$ cat src/design/sfc_pkg.sv
// Shared types, widths and codes for the segment frustum clipper.
// Depends on nothing; every other file of the block uses it.
package sfc_pkg;

   // Coordinate and datapath widths
   localparam int COORD_W  = 32;
   localparam int DIST_W   = COORD_W + 19;
   localparam int TOT_W    = DIST_W + 1;
   localparam int MAG_W    = COORD_W + 1;
   localparam int NUM_W    = TOT_W + MAG_W;
   localparam int CNT_W    = $clog2(MAG_W);
   localparam int PLANE_N  = 6;
   localparam int PLANE_W  = 3;
   localparam int AXIS_N   = 3;
   localparam int AXIS_W   = 2;

   // Configuration registers
   localparam int NEAR_W      = 31;
   localparam int ASPECT_W    = 17;
   localparam int CSR_DATA_W  = 31;
   localparam int CSR_INDEX_W = 2;
   localparam logic [CSR_INDEX_W-1:0] CSR_NEAR   = 2'd0;
   localparam logic [CSR_INDEX_W-1:0] CSR_FAR    = 2'd1;
   localparam logic [CSR_INDEX_W-1:0] CSR_ASPECT = 2'd2;
   localparam logic [NEAR_W-1:0]   NEAR_RESET   = 31'd256;
   localparam logic [NEAR_W-1:0]   FAR_RESET    = 31'd1048576;
   localparam logic [ASPECT_W-1:0] ASPECT_RESET = 17'd49152;

   localparam int QUEUE_DEPTH = 4;

   typedef logic signed [COORD_W-1:0] coord_type;

   typedef enum logic [1:0] {
      CLIP_REJECT  = 2'd0,
      CLIP_ACCEPT  = 2'd1,
      CLIP_CLIPPED = 2'd2
   } status_type;

   typedef struct packed {
      coord_type start_x;
      coord_type start_y;
      coord_type start_z;
      coord_type end_x;
      coord_type end_y;
      coord_type end_z;
   } req_type;

   typedef struct packed {
      status_type clip_status;
      coord_type  out_start_x;
      coord_type  out_start_y;
      coord_type  out_start_z;
      coord_type  out_end_x;
      coord_type  out_end_y;
      coord_type  out_end_z;
   } rsp_type;

   typedef struct packed {
      logic [NEAR_W-1:0]   near;
      logic [NEAR_W-1:0]   far;
      logic [ASPECT_W-1:0] aspect;
   } cfg_type;

   typedef struct packed {
      req_type seg;
      logic    all_in;
   } entry_type;

   typedef logic [PLANE_N-1:0][DIST_W-1:0] dist_vec_type;

   typedef enum logic [2:0] {
      BK_IDLE,
      BK_DIST,
      BK_SETUP,
      BK_MUL,
      BK_DIV,
      BK_FIX,
      BK_DONE
   } back_state_type;

endpackage

$ cat src/design/sfc_dist.sv
// Signed distances of one point to all six clip planes.
// Depends on sfc_pkg.
module sfc_dist (
   input  sfc_pkg::coord_type    x,
   input  sfc_pkg::coord_type    y,
   input  sfc_pkg::coord_type    z,
   input  sfc_pkg::cfg_type      cfg,
   output sfc_pkg::dist_vec_type dist_out
);

   logic signed [sfc_pkg::DIST_W-1:0] xs, ys, zs, zsh, near_s, far_s, ax_s;
   logic signed [sfc_pkg::COORD_W+sfc_pkg::ASPECT_W:0] ax;

   // Widen inputs to distance width
   assign xs     = sfc_pkg::DIST_W'(x);
   assign ys     = sfc_pkg::DIST_W'(y);
   assign zs     = sfc_pkg::DIST_W'(z);
   assign zsh    = zs <<< 16;
   assign near_s = $signed(sfc_pkg::DIST_W'(cfg.near));
   assign far_s  = $signed(sfc_pkg::DIST_W'(cfg.far));

   // Aspect times forward coordinate, exact
   assign ax   = $signed({1'b0, cfg.aspect}) * x;
   assign ax_s = sfc_pkg::DIST_W'(ax);

   // Near, far, left, top, right, bottom
   assign dist_out[0] = near_s - xs;
   assign dist_out[1] = xs - far_s;
   assign dist_out[2] = -xs - ys;
   assign dist_out[3] = zsh - ax_s;
   assign dist_out[4] = ys - xs;
   assign dist_out[5] = -zsh - ax_s;

endmodule

$ cat src/design/sfc_front.sv
// Front end: takes request beats, flags segments inside all planes.
// Depends on sfc_pkg and sfc_dist.
module sfc_front (
   input  logic                clock,
   input  logic                reset,
   input  logic                req_valid,
   output logic                req_ready,
   input  sfc_pkg::req_type    req_data,
   input  sfc_pkg::cfg_type    cfg,
   output logic                push_valid,
   input  logic                push_ready,
   output sfc_pkg::entry_type  push_data
);

   sfc_pkg::dist_vec_type dist_s, dist_e;
   logic                  any_out;
   logic                  hold_valid_ff, hold_valid_in;
   sfc_pkg::entry_type    hold_ff, hold_in;

   sfc_dist u_dist_start (
      .x(req_data.start_x), .y(req_data.start_y), .z(req_data.start_z),
      .cfg(cfg), .dist_out(dist_s)
   );

   sfc_dist u_dist_end (
      .x(req_data.end_x), .y(req_data.end_y), .z(req_data.end_z),
      .cfg(cfg), .dist_out(dist_e)
   );

   // Flag any end outside any plane
   always_comb begin
      any_out = 1'b0;
      for (int i = 0; i < sfc_pkg::PLANE_N; i++) begin
         if ($signed(dist_s[i]) > 0 || $signed(dist_e[i]) > 0) begin
            any_out = 1'b1;
         end
      end
   end

   assign req_ready  = !hold_valid_ff || push_ready;
   assign push_valid = hold_valid_ff;
   assign push_data  = hold_ff;

   // Load a new beat or drain the held one
   always_comb begin
      hold_valid_in = hold_valid_ff;
      hold_in       = hold_ff;
      if (push_ready) begin
         hold_valid_in = 1'b0;
      end
      if (req_valid && req_ready) begin
         hold_valid_in  = 1'b1;
         hold_in.seg    = req_data;
         hold_in.all_in = !any_out;
      end
   end

   always_ff @(posedge clock) begin
      if (reset) begin
         hold_valid_ff <= 1'b0;
      end else begin
         hold_valid_ff <= hold_valid_in;
      end
      hold_ff <= hold_in;
   end

endmodule

$ cat config.mk
export PLATFORM = sky130hd
export DESIGN_NAME = sfc_front
export DESIGN_NICKNAME = d
export VERILOG_FILES = /design/src/design/sfc_pkg.sv /design/src/design/sfc_dist.sv /design/src/design/sfc_front.sv
export SDC_FILE = /design/constraint.sdc
export NUM_CORES = 2
export LEC_CHECK = 0
export BUFFER_PORTS_ARGS = -buffer_cell sky130_fd_sc_hd__buf_2
export CAP_MARGIN = 20
export CORE_MARGIN = 1.5
export CORE_UTILIZATION = 50
export DETAILED_ROUTE_END_ITERATION = 8
export GPL_TIMING_DRIVEN = 0
export PLACE_DENSITY_LB_ADDON = 0.25
export SLEW_MARGIN = 30
export SYNTH_ARGS = -nofsm -noshare
export SYNTH_HDL_FRONTEND = slang
export SYNTH_SLANG_ARGS = --single-unit
$ cat constraint.sdc
create_clock -name clock -period 17.6 [get_ports clock]
set_input_delay 3.52 -clock clock [delete_from_list [all_inputs] [get_ports clock]]
set_output_delay 3.52 -clock clock [all_outputs]
set_load 0.03 [all_outputs]
==> results by group <==
Timing
  • Final hold vios: 0
  • TNS Setup: 0 ns
  • Slew margin rel.: 0.259
  • Final setup fails: 0
  • RSZ-0062 raised after global routing: no
  • Clock skew: 0.0345 ns
  • Slew Viols, Final: 0
  • Worst-Margin Slew: roughly 1.1 ns
  • Min Tclk post-route: 16.93 ns
  • Tcrit/Tclk final: 0.962
  • Maximum clock rate: around 0.06 GHz

Drt
  • Routed via count: around 65000
  • Initial DRC count: 6045
  • Final ANT Viol Nets: 0
  • Drt total wl: around 250 mm
  • Avg Vias per Cell: 5.88
  • Drt wl/cell: 22.8 µm
  • Pre-Repair DR Iteration Count: 8
  • Drc violations: 0

Synthesis
  • Area leader, netlist: fa_1
  • Mux cell area share after synthesis: 0.00843
  • Largest family of logic cells by synthesized area: adder cells
  • Ys async rst share: 0
  • Post-synthesis sequential area ratio: 0.0810
  • Yosys reg bits: just under 200
  • Number of flops mapped to enable cells by yosys: 193
  • Synth top area cells: fa_1 29%, ha_1 13%, inv_1 8.9%
  • Synth Area in Compound Gates: 0.155
  • Synth Flop Type: edfxtp_1
  • Simple-Gate Fraction of Synth Area: 0.181
  • Synth cell count leaders: 1703 x inv_1, 1050 x fa_1, 917 x nand2_1, 764 x ha_1, 521 x and2_1
  • Yosys cell types: 125
  • Mapped Area: 0.0718 mm²
  • Syn nets: approximately 11000
  • Fraction of post-synthesis cell area in the top cell type by area: 0.293
  • Syn. warnings: 0
  • Cells after Synth: 8691
  • Synth Area in XOR/XNOR: 0.0372
  • Most frequent cell after synthesis: inv_1
  • Adder-cell share of the synthesized area: 0.430
  • Average size of a mapped cell: 8.26 µm²

Die
  • Core area: 0.142 mm²
  • Initial core utilization: 0.505
  • Row count: 138
  • Die ar.: roughly 0.15 mm²
  • I/O Pins: 470
  • Chip Width: 382 µm
  • Die H: approximately 380 µm

Cells and area
  • Area Growth Syn to Fin: 7.78%
  • Storage cell area: 0.00582 mm²
  • Layout cells sized above 1: 0.0735
  • Fillers: between 10000 and 15000
  • Multi-input gate area: 0.0584 mm²
  • Final #Nets: 11300

Global routing
  • Gr ovfl total: 0
  • Largest net degree at the start of global routing: 47
  • Gr usage total: 0.347
  • Initial antenna violation count: 32
  • First-pass GRT wire length: 384 mm
  • Vias in the first global route: 65000

Critical path
  • Most Frequent Cell on Critical Path: fa_1
  • Slowest CP cell: clkbuf_1
  • Buf/Inv on CP: 8
  • CP Launch Type: primary input
  • CP delay by family, top: simple AND/OR/NAND/NOR gates
  • Worst EP required: roughly 18 ns
  • Number of cells on the worst reg-to-reg path: 4
  • Crit path max fanout: 10
  • Crit path depth: 44
  • Element type at the critical path end: register
  • Type of the worst setup path: primary input to register
  • CP max stage delay: 0.61 ns
  • Crit path arrival time: 17.28 ns

CTS
  • H-tree levels: 4
  • Root Driver: clkbuf_16
  • Num CTS Buffers: 17
  • Clock transition at path regs: 0.09 ns
  • CTS Sinks: 194
  • Post-CTS setup buffer count: 0
  • Clk Latency, worst-skew pair: 0.60 ns
  • CTS max path bufs: 2
  • CTS tree: done

Flow run
  • Total of max-cap violations: 0

Hold path
  • Cells on Worst Hold Path: 2
  • Hold crit path type: register to register

Placed design
  • I/O Buffers: 452
  • Final HPWL DP: 214 mm
  • GPL Wtd Cong: approximately 1.0

Outcome
  • Status: completed
[worst min-delay path, cell delays in order (launching register included)]
cell and delay, ns:
dfxtp_1 0.32, nand2b_1 0.10, a21oi_1 0.07
[final timing paths]
kind | slack (ns) | end | start
min | 0.53 | push_valid | push_valid
max reg2reg | 15.76 | push_data[191] | push_valid
min reg2reg | 0.53 | push_valid | push_valid
max | 0.67 | push_data[0] | req_data[179]
[sequential cells by signal (all words and copies together), names as in the netlist]
register,cells
push_data,193
push_valid,1
[through the flow]
step	hold slack (ns)	instance area, µm²	std cells	utilization	worst slack [ns]
after CTS	0.534	77300	11100	0.544	0.493
after floorplan	0.860	71800	8691	-	4.26
after global routing	0.588	77300	11100	0.544	0.0304
after detailed placement	0.519	76600	11000	0.539	-0.0809
after global placement	0.484	76400	11000	0.538	-2.43
final	0.530	77400	11100	0.545	0.672
[layer usage]
metal,up-vias,global-route usage,share of wire
li1,29500,-,-
met1,32100,0.439,0.39
met2,3119,0.556,0.45
met3,658,0.0790,0.10
met4,12,0.176,0.057
met5,-,0,0.00097
[cells in the final DEF, fill, tap and decap left out, types with 77 or more instances in the layout]
master / instances
inv_1: 1703
ha_1: 764
nand3_1: 126
o21ai_0: 252
xor2_1: 107
and2_1: 520
nor2_1: 360
xnor2_1: 190
nor2b_1: 85
nand2_1: 917
a21oi_1: 477
buf_2: 470
nor3_1: 139
fa_1: 1049
edfxtp_1: 193
clkbuf_1: 261
nand2b_1: 77
nand4_1: 99
a21o_1: 206
[logic make-up after synthesis]
logic type,count (synthesis)
flip-flops,194
AO/OA/AOI/OAI,1667
multiplexers,59
buffers and inverters,2028
XOR/XNOR,300
adder cells (fa/ha/maj),1843
AND/OR/NAND/NOR,2600
[timing repair]
action / in CTS / in global routing
resized for setup: 0 / 4
hold buffers: 0 / 0
endpoints found under the setup margin: 0 / 1
[cell type report]
| cell class | instances | share of cell area |
|---|---|---|
| diodes | 36 | 0.00116 |
| plain buffers | 321 | 0.0168 |
| clock buffers | 17 | 0.00550 |
| clock inverters | 15 | 0.00296 |
| inverters | 1706 | 0.0827 |
| multi-input cells | 6469 | 0.754 |
| flip-flops and latches | 194 | 0.0751 |
| well taps | 1890 | 0.0305 |
| repair buffers | 460 | 0.0311 |
Power is not shown: default switching activity piles up to over one toggle a cycle in this logic, so the estimate is an artifact.
