$ cat config.mk
export PLATFORM = sky130hd
export DESIGN_NAME = sfc_fifo
export DESIGN_NICKNAME = d
export VERILOG_FILES = /design/src/design/sfc_pkg.sv /design/src/design/sfc_fifo.sv
export SDC_FILE = /design/constraint.sdc
export NUM_CORES = 1
export LEC_CHECK = 0
export BUFFER_PORTS_ARGS = -buffer_cell sky130_fd_sc_hd__buf_2
export CAP_MARGIN = 20
export CORE_AREA = 2 2 226 228
export CTS_CLUSTER_SIZE = 28
export DETAILED_ROUTE_END_ITERATION = 8
export DIE_AREA = 0 0 228 230
export PLACE_DENSITY_LB_ADDON = 0.15
export SYNTH_ARGS = -nofsm -noshare
export SYNTH_HDL_FRONTEND = slang
export SYNTH_SLANG_ARGS = --single-unit
$ cat constraint.sdc
create_clock -name clock -period 4.89 [get_ports clock]
set_input_delay 0.489 -clock clock [delete_from_list [all_inputs] [get_ports clock]]
set_output_delay 0.489 -clock clock [all_outputs]
set_load 0.05 [all_outputs]
$ cat src/design/sfc_pkg.sv
// Shared types, widths and codes for the segment frustum clipper.
// Depends on nothing; every other file of the block uses it.
package sfc_pkg;

   // Coordinate and datapath widths
   localparam int COORD_W  = 32;
   localparam int DIST_W   = COORD_W + 19;
   localparam int TOT_W    = DIST_W + 1;
   localparam int MAG_W    = COORD_W + 1;
   localparam int NUM_W    = TOT_W + MAG_W;
   localparam int CNT_W    = $clog2(MAG_W);
   localparam int PLANE_N  = 6;
   localparam int PLANE_W  = 3;
   localparam int AXIS_N   = 3;
   localparam int AXIS_W   = 2;

   // Configuration registers
   localparam int NEAR_W      = 31;
   localparam int ASPECT_W    = 17;
   localparam int CSR_DATA_W  = 31;
   localparam int CSR_INDEX_W = 2;
   localparam logic [CSR_INDEX_W-1:0] CSR_NEAR   = 2'd0;
   localparam logic [CSR_INDEX_W-1:0] CSR_FAR    = 2'd1;
   localparam logic [CSR_INDEX_W-1:0] CSR_ASPECT = 2'd2;
   localparam logic [NEAR_W-1:0]   NEAR_RESET   = 31'd256;
   localparam logic [NEAR_W-1:0]   FAR_RESET    = 31'd1048576;
   localparam logic [ASPECT_W-1:0] ASPECT_RESET = 17'd49152;

   localparam int QUEUE_DEPTH = 4;

   typedef logic signed [COORD_W-1:0] coord_type;

   typedef enum logic [1:0] {
      CLIP_REJECT  = 2'd0,
      CLIP_ACCEPT  = 2'd1,
      CLIP_CLIPPED = 2'd2
   } status_type;

   typedef struct packed {
      coord_type start_x;
      coord_type start_y;
      coord_type start_z;
      coord_type end_x;
      coord_type end_y;
      coord_type end_z;
   } req_type;

   typedef struct packed {
      status_type clip_status;
      coord_type  out_start_x;
      coord_type  out_start_y;
      coord_type  out_start_z;
      coord_type  out_end_x;
      coord_type  out_end_y;
      coord_type  out_end_z;
   } rsp_type;

   typedef struct packed {
      logic [NEAR_W-1:0]   near;
      logic [NEAR_W-1:0]   far;
      logic [ASPECT_W-1:0] aspect;
   } cfg_type;

   typedef struct packed {
      req_type seg;
      logic    all_in;
   } entry_type;

   typedef logic [PLANE_N-1:0][DIST_W-1:0] dist_vec_type;

   typedef enum logic [2:0] {
      BK_IDLE,
      BK_DIST,
      BK_SETUP,
      BK_MUL,
      BK_DIV,
      BK_FIX,
      BK_DONE
   } back_state_type;

endpackage

$ cat src/design/sfc_fifo.sv
// Short queue between front and back end.
// Depends on sfc_pkg.
module sfc_fifo #(
   parameter int DEPTH = sfc_pkg::QUEUE_DEPTH
) (
   input  logic               clock,
   input  logic               reset,
   input  logic               push_valid,
   output logic               push_ready,
   input  sfc_pkg::entry_type push_data,
   output logic               pop_valid,
   input  logic               pop_ready,
   output sfc_pkg::entry_type pop_data
);

   localparam int PTR_W = (DEPTH > 1) ? $clog2(DEPTH) : 1;
   localparam int CNT_W = $clog2(DEPTH + 1);

   sfc_pkg::entry_type mem_ff [DEPTH];
   logic [PTR_W-1:0]   wr_ptr_ff, wr_ptr_in, rd_ptr_ff, rd_ptr_in;
   logic [CNT_W-1:0]   count_ff, count_in;
   logic               do_push, do_pop;

   assign push_ready = count_ff != CNT_W'(DEPTH);
   assign pop_valid  = count_ff != '0;
   assign pop_data   = mem_ff[rd_ptr_ff];
   assign do_push    = push_valid && push_ready;
   assign do_pop     = pop_valid && pop_ready;

   // Advance pointers and count
   always_comb begin
      wr_ptr_in = wr_ptr_ff;
      rd_ptr_in = rd_ptr_ff;
      count_in  = count_ff;
      if (do_push) begin
         wr_ptr_in = (wr_ptr_ff == PTR_W'(DEPTH - 1)) ? '0 : wr_ptr_ff + 1'b1;
      end
      if (do_pop) begin
         rd_ptr_in = (rd_ptr_ff == PTR_W'(DEPTH - 1)) ? '0 : rd_ptr_ff + 1'b1;
      end
      if (do_push && !do_pop) begin
         count_in = count_ff + 1'b1;
      end else if (do_pop && !do_push) begin
         count_in = count_ff - 1'b1;
      end
   end

   always_ff @(posedge clock) begin
      if (reset) begin
         wr_ptr_ff <= '0;
         rd_ptr_ff <= '0;
         count_ff  <= '0;
      end else begin
         wr_ptr_ff <= wr_ptr_in;
         rd_ptr_ff <= rd_ptr_in;
         count_ff  <= count_in;
      end
      if (do_push) begin
         mem_ff[wr_ptr_ff] <= push_data;
      end
   end

endmodule

==> out/metrics.yaml, run 1 <==
pwr:
  p_sw_mw: 6.27
  powerDensity_nw_per_um2: 576
  internal_power_mw: 13.1
  sw_frac_of_total_pct: 32.3
  p_leak_nw: 11.2
  p_clk_share_pct: 30.2
  p_seq_share_pct: 42.9
  ir_worst_vdd_uv: 477
  comb_power_share_pct: 26.9
detailed_routing:
  ant_nets: 0
  drt_first_pass_iters: 5
  wl_per_cell_um: 24.4
  drc_errors: 0
  vias_per_cell: 5.69
  vias: 12751
  wl_um: 54700
  drtIter0Drc: 1034
placement:
  dp_hpwl_um: 32300
  globalplace.congestion: 0.724
  dp_slack_ps: 2120
  port_buffers: 391
timing:
  final-max-slew-violation-count: 0
  post-route-min-period_ps: 3280
  rsz0062_at_grt: "no"
  fin_crit_sh_pct: 67.1
  worst_pin_slew_ps: 896
  fmax_ghz: 0.305
  setup_violations: 0
  finClkSkew_ps: 14.7
  relSlewSlack_pct: 40.3
  finalHoldViolCount: 0
  fin_ws_ps: 1610
  final.setup.tns_ps: 0
outcome:
  status: "finished, final reports clean"
clocking:
  clock-sinks: 781
  clock_path_buffers: 3
  post_cts.repair.setup_buffers: 0
  cts-root-buf: "clkbuf_16"
  cts_tree: "done"
  clkTransAtPathRegs_ps: 60
  insertion_delay_ps: 610
  hold_buffers: 0
  cts_resized: 0
  cts-buffers-inserted: 76
  cts.htree.levels: 3
worst_setup_path:
  arrival_ps: 2790
  critPathCaptureType: "primary output"
  worst-path-max-fanout: 39
  worst_ep_required_time_ps: 4400
  reg2reg_depth: 3
  critPathKind: "flop to primary output"
  start_kind: "flop"
final_layout:
  regArea_um2: 23400
  area_growth_pct: 18.8
  final_layout_size_suffix_gt1_share_pct: 46.4
  final_common_cell: "edfxtp_1"
  final_cell_mix: "772 x edfxtp_1, 391 x buf_2, 193 x mux4_2"
  nFillCells: 3158
  nets: 1702
  multiInputGateArea_um2: 4650
grt:
  antenna_found_initial: 19
  grt_max_degree: 126
  grt_overflow: 0
  first_global_vias: 13429
  grt_pass1_wl_um: 82400
  grtUsageTotal_pct: 21.2
floorplan:
  die_x_um: 228
  core_area_um2: 49900
  io_pins: 392
  dieArea_um2: 52400
  initial_core_util_pct: 56.8
  die_h_um: 230
  rows: 82
yosys:
  synth_area_per_cell_um2: 26.8
  synth.ff_latch_count: 781
  syn_area_um2: 28300
  yosysWarnings: 0
  synthCells: 1056
  ys_seq_area_share_pct: 82.4
  synth_edf_count: 772
  ys.flop_type: "edfxtp_1"
  async_flop_share_pct: 0
  synth_fp_nets: 1260
  synth_cell_type_count: 27
min_path:
  whs_path_depth: 1
  hold_path_class: "input port to flop"
run:
  maxCapViolCount: 0
[worst max-delay path: stages (launching register included)]
cell	delay, ps
dfxtp_4	890
buf_4	480
mux4_2	570
buf_2	240
[final timing paths]
kind / from / to / slack [ps]
setup / recovery: flop / pop_data[21] / 1610
hold / removal: push_data[24] / mem_ff[2][24] / 100
setup reg to reg: count_ff[0] / mem_ff[1][126] / 2410
hold reg to reg: rd_ptr_ff[0] / flop / 520
[per-layer routing]
| metal | part of all wire [%] | wire (µm) | GRT usage, % | up-vias |
|---|---|---|---|---|
| li1 | - | - | - | 5505 |
| met1 | 39 | 21500 | 28.1 | 6770 |
| met2 | 50 | 27400 | 34.1 | 369 |
| met3 | 8.2 | 4480 | 6.60 | 91 |
| met4 | 2.1 | 1170 | 7.15 | 16 |
| met5 | 0.17 | 95 | 0 | - |
[power by group through the flow]
stage | registers, mW | logic, mW | clock network, mW
detailed placement | 8.47 | 5.28 | 0
finish | 8.32 | 5.22 | 5.86
floorplan | 8.40 | 4.10 | 0
global route | 8.38 | 5.46 | 6.23
global placement | 8.43 | 5.27 | 0
CTS | 8.33 | 5.30 | 5.98
[state kept, by name (all words and copies together) (netlist names), named ones only]
name / count
count_ff: 3
mem_ff: 772
rd_ptr_ff: 2
wr_ptr_ff: 2
[synthesized netlist by cell type, types with 2 or more instances]
cell | n | share of area [%]
buf_6 | 19 | 0.75
buf_2 | 20 | 0.35
nand2b_1 | 2 | 0.044
xor2_1 | 2 | 0.062
ha_1 | 6 | 0.26
or3_2 | 2 | 0.053
mux4_2 | 193 | 15
clkbuf_1 | 3 | 0.040
edfxtp_1 | 772 | 82
nor2_1 | 3 | 0.040
buf_1 | 2 | 0.026
mux2i_1 | 3 | 0.11
dfxtp_1 | 9 | 0.64
a21oi_1 | 2 | 0.035
inv_1 | 3 | 0.040
and3_2 | 4 | 0.11
[cell type report]
type | count | share of cell area, %
diodes | 15 | 0.112
well taps | 672 | 2.50
flip-flops and latches | 781 | 69.4
repair buffers | 409 | 6.66
clock buffers | 89 | 5.92
inverters | 3 | 0.0335
multi-input cells | 227 | 13.8
clock inverters | 46 | 1.55
[per-stage QoR]
step	cells	total power [mW]	hold slack [ps]	instance area, µm²	utilization (%)
final	2242	19.4	95.8	33700	67.5
after global routing	2235	20.1	74.6	33600	67.5
after CTS	2227	19.6	54.1	33600	67.4
after detailed placement	2092	13.7	517	31100	62.4
after global placement	2092	13.7	467	31100	62.4
after floorplan	1056	12.5	463	28300	-
[cell families after synthesis]
logic type | after synthesis | share of synthesized area [%]
flops | 781 | 82.4
mux | 196 | 15.4
buf+inv | 48 | 1.23
simple gates | 17 | 0.375
fa+ha+maj | 7 | 0.336
compound gates | 5 | 0.124
xor+xnor | 2 | 0.0618
No activity file was read; power rests on OpenSTA's default activity.
==> run 2, diff against run 1 <==
ABC_AREA = 1   (was default)
CORE_AREA = 2 2 229 231   (was 2 2 226 228)
DIE_AREA = 0 0 231 233   (was 0 0 228 230)
clock period = 3.2 ns   (was 4.89 ns; I/O delays follow)
==> out/metrics.yaml, run 2 <==
outcome:
  status: "finished, final reports clean"
yosys:
  synth_edf_count: 772  # unchanged
  post-synth-top-area-cell: "edfxtp_1"
  synth_xor_area_share_pct: 0.0301  # -0.032 points
  ys_top_cells_by_area: "edfxtp_1 80%, o21ai_0 6.1%, nor2_1 5.2%"
  synth_area_per_cell_um2: 15.0  # -44%
  async_flop_share_pct: 0  # unchanged
  synthCells: 1935  # +83%
  yosysWarnings: 0  # unchanged
  ys_seq_area_share_pct: 80.3  # -2.1 points
  syn_area_um2: 29100  # +2.7%
  synth_cell_type_count: 22  # -19%
  ys.flop_type: "edfxtp_1"
  synthAdderAreaFrac_pct: 0.327  # -0.0087 points
  synth-compound-area-share_pct: 10.8  # +11 points
  synth_most_common_cell: "edfxtp_1"
  yosysTopAreaCellShare_pct: 79.7  # -2.1 points
  synth_fp_nets: 2139  # +70%
  synth_top_family_by_area: "compound AO/OA/AOI/OAI gates"
  synth.ff_latch_count: 781  # unchanged
  yosys.area_share.simple_pct: 5.47  # +5.1 points
  synth_commonest_cells: "772 x edfxtp_1, 403 x nor2_1, 353 x o21ai_0"
  synth.mux.area_fraction_pct: 0  # -15 points
floorplan:
  die_x_um: 231  # +1.3%
  io_pins: 392  # unchanged
  dieArea_um2: 53800  # +2.6%
  rows: 83  # +1.2%
  die_h_um: 233  # +1.3%
  initial_core_util_pct: 56.9  # +0.10 points
  core_area_um2: 51100  # +2.5%
run:
  maxCapViolCount: 0  # unchanged
placement:
  dpl.cell_count: 2933  # +40%
  dp_slack_ps: 773  # -1350 ps
  port_buffers: 391  # unchanged
  globalplace.congestion: 0.796  # +10%
  dp_hpwl_um: 39900  # +23%
worst_setup_path:
  worst-path-max-fanout: 98  # +150%
  r2r-end: "mem_ff[2][74]"
  arrival_ps: 2690  # -100 ps
  critPathCaptureType: "primary output"
  r2r-start: "wr_ptr_ff[0]"
  critPathKind: "flop to primary output"
  start_kind: "flop"
  r2r_slack_ps: 1190  # -1220 ps
  worst_ep_required_time_ps: 2880  # -1520 ps
  reg2reg_depth: 6  # +3
detailed_routing:
  drt_first_pass_iters: 5  # unchanged
  vias_per_cell: 5.70  # +0.30%
  ant_nets: 0  # unchanged
  wl_um: 69300  # +27%
  wl_per_cell_um: 21.2  # -13%
  drtIter0Drc: 1392  # +35%
  vias: 18630  # +46%
  drc_errors: 0  # unchanged
timing:
  worst_pin_slew_ps: 768  # -128 ps
  setup_violations: 0  # unchanged
  fin_ws_ps: 189  # -1420 ps
  post-route-min-period_ps: 3010
  finalHoldViolCount: 0  # unchanged
  rsz0062_at_grt: "no"
  final-max-slew-violation-count: 0  # unchanged
  fmax_ghz: 0.332
  finClkSkew_ps: 14.0  # -0.681 ps
  fin_crit_sh_pct: 94.1
  relSlewSlack_pct: 48.8  # +8.5 points
min_path:
  whs_path_depth: 4  # +3
  worstHoldStart: "push_valid"
  min_to: "wr_ptr_ff[1]"
  hold_path_class: "input port to flop"
final_layout:
  final_cell_mix: "772 x edfxtp_1, 398 x nor2_1, 391 x buf_2"
  final_common_cell: "edfxtp_1"
  top_register: "mem_ff"
  largest_reg_flops: 772  # unchanged
  nFillCells: 3351  # +6.1%
  final_layout_size_suffix_gt1_share_pct: 21.4  # -25 points
  reg_top3: "mem_ff x772, count_ff x3"
  nets: 2732  # +61%
  area_growth_pct: 24.3
  fin_cells: 3266  # +46%
clocking:
  post_cts.repair.setup_buffers: 0  # unchanged
  insertion_delay_ps: 620  # about the same
  clock-sinks: 781  # unchanged
  clkTransAtPathRegs_ps: 60  # about the same
  cts.htree.levels: 3  # unchanged
  cts-root-buf: "clkbuf_16"
  clock_path_buffers: 3  # unchanged
  cts-buffers-inserted: 78  # +2.6%
  cts_tree: "done"
grt:
  antenna_found_initial: 7  # -12
  first_global_vias: 18494  # +38%
  grtUsageTotal_pct: 25.5  # +4.3 points
  grt_pass1_wl_um: 105000  # +27%
  grt_max_degree: 110  # -13%
  grt_overflow: 0  # unchanged
pwr:
  ir_worst_vdd_uv: 836  # +75%
  p_leak_nw: 12.7  # +14%
  powerDensity_nw_per_um2: 945  # +64%
-- run 2: worst max-delay path by stage --
stage,startpoint,endpoint,slack [ps],depth (start not counted)
floorplan,count_ff[0],mem_ff[0][0],-730,4
global placement,flop,pop_data[114],800,5
detailed placement,flop,pop_data[114],770,5
CTS,flop,pop_data[114],100,5
global route,flop,pop_data[107],70,5
finish,flop,pop_data[184],190,5
-- run 2: final cells by class --
class / instances / area (µm²) / area share (%)
Tap cell: 680 / 851 / 2.35
Clock inverter: 37 / 255 / 0.706
Timing Repair Buffer: 640 / 4630 / 12.8
Clock buffer: 98 / 2050 / 5.66
Inverter: 16 / 75.1 / 0.208
Antenna cell: 3 / 7.51 / 0.0208
Sequential cell: 781 / 23400 / 64.6
Multi-Input combinational cell: 1011 / 4930 / 13.6
-- run 2: layer usage --
metal  part of all wire, %  GRT usage [%]
met5                 0.066              0
met4                   2.8           9.33
met3                   7.9           6.18
met2                    50           42.2
met1                    40           33.3
-- run 2: cell families after synthesis --
logic type	count (synthesis)
buf+inv	143
simple gates	421
flops	781
fa+ha+maj	7
xor+xnor	1
compound gates	582
-- run 2: critical path, cell delays in order, from the launching register on --
cell     delay, ps
dfxtp_4        490
inv_12         360
buf_4          460
o21ai_0        150
o22ai_1        180
buf_2          300
-- run 2: report_power, final --
part,switching [mW],internal (mW),total [mW]
clock network,3.62,4.76,8.37
registers,0.372,12.5,12.8
logic,10.1,2.83,13.0
total,14.1,20.0,34.2
-- run 2: repair_timing --
item | 4_1_cts | 5_1_grt
resized for setup | 0 | 1
hold endpoints to repair | 774 | 0
endpoints found under the setup margin | 0 | 1
hold buffers | 195 | 0
-- run 2: stage by stage --
step	cell area, µm²	hold slack, ps	utilization, %	setup TNS, ps	power [mW]
3_3_place_gp	31900	486	62.4	0	25.6
5_1_grt	36200	94.4	70.8	0	35.5
3_5_place_dp	31900	493	62.4	0	25.8
2_1_floorplan	29200	383	-	-556260	22.4
6_report	36200	79.8	70.8	0	34.2
4_1_cts	36200	56.9	70.8	0	34.3
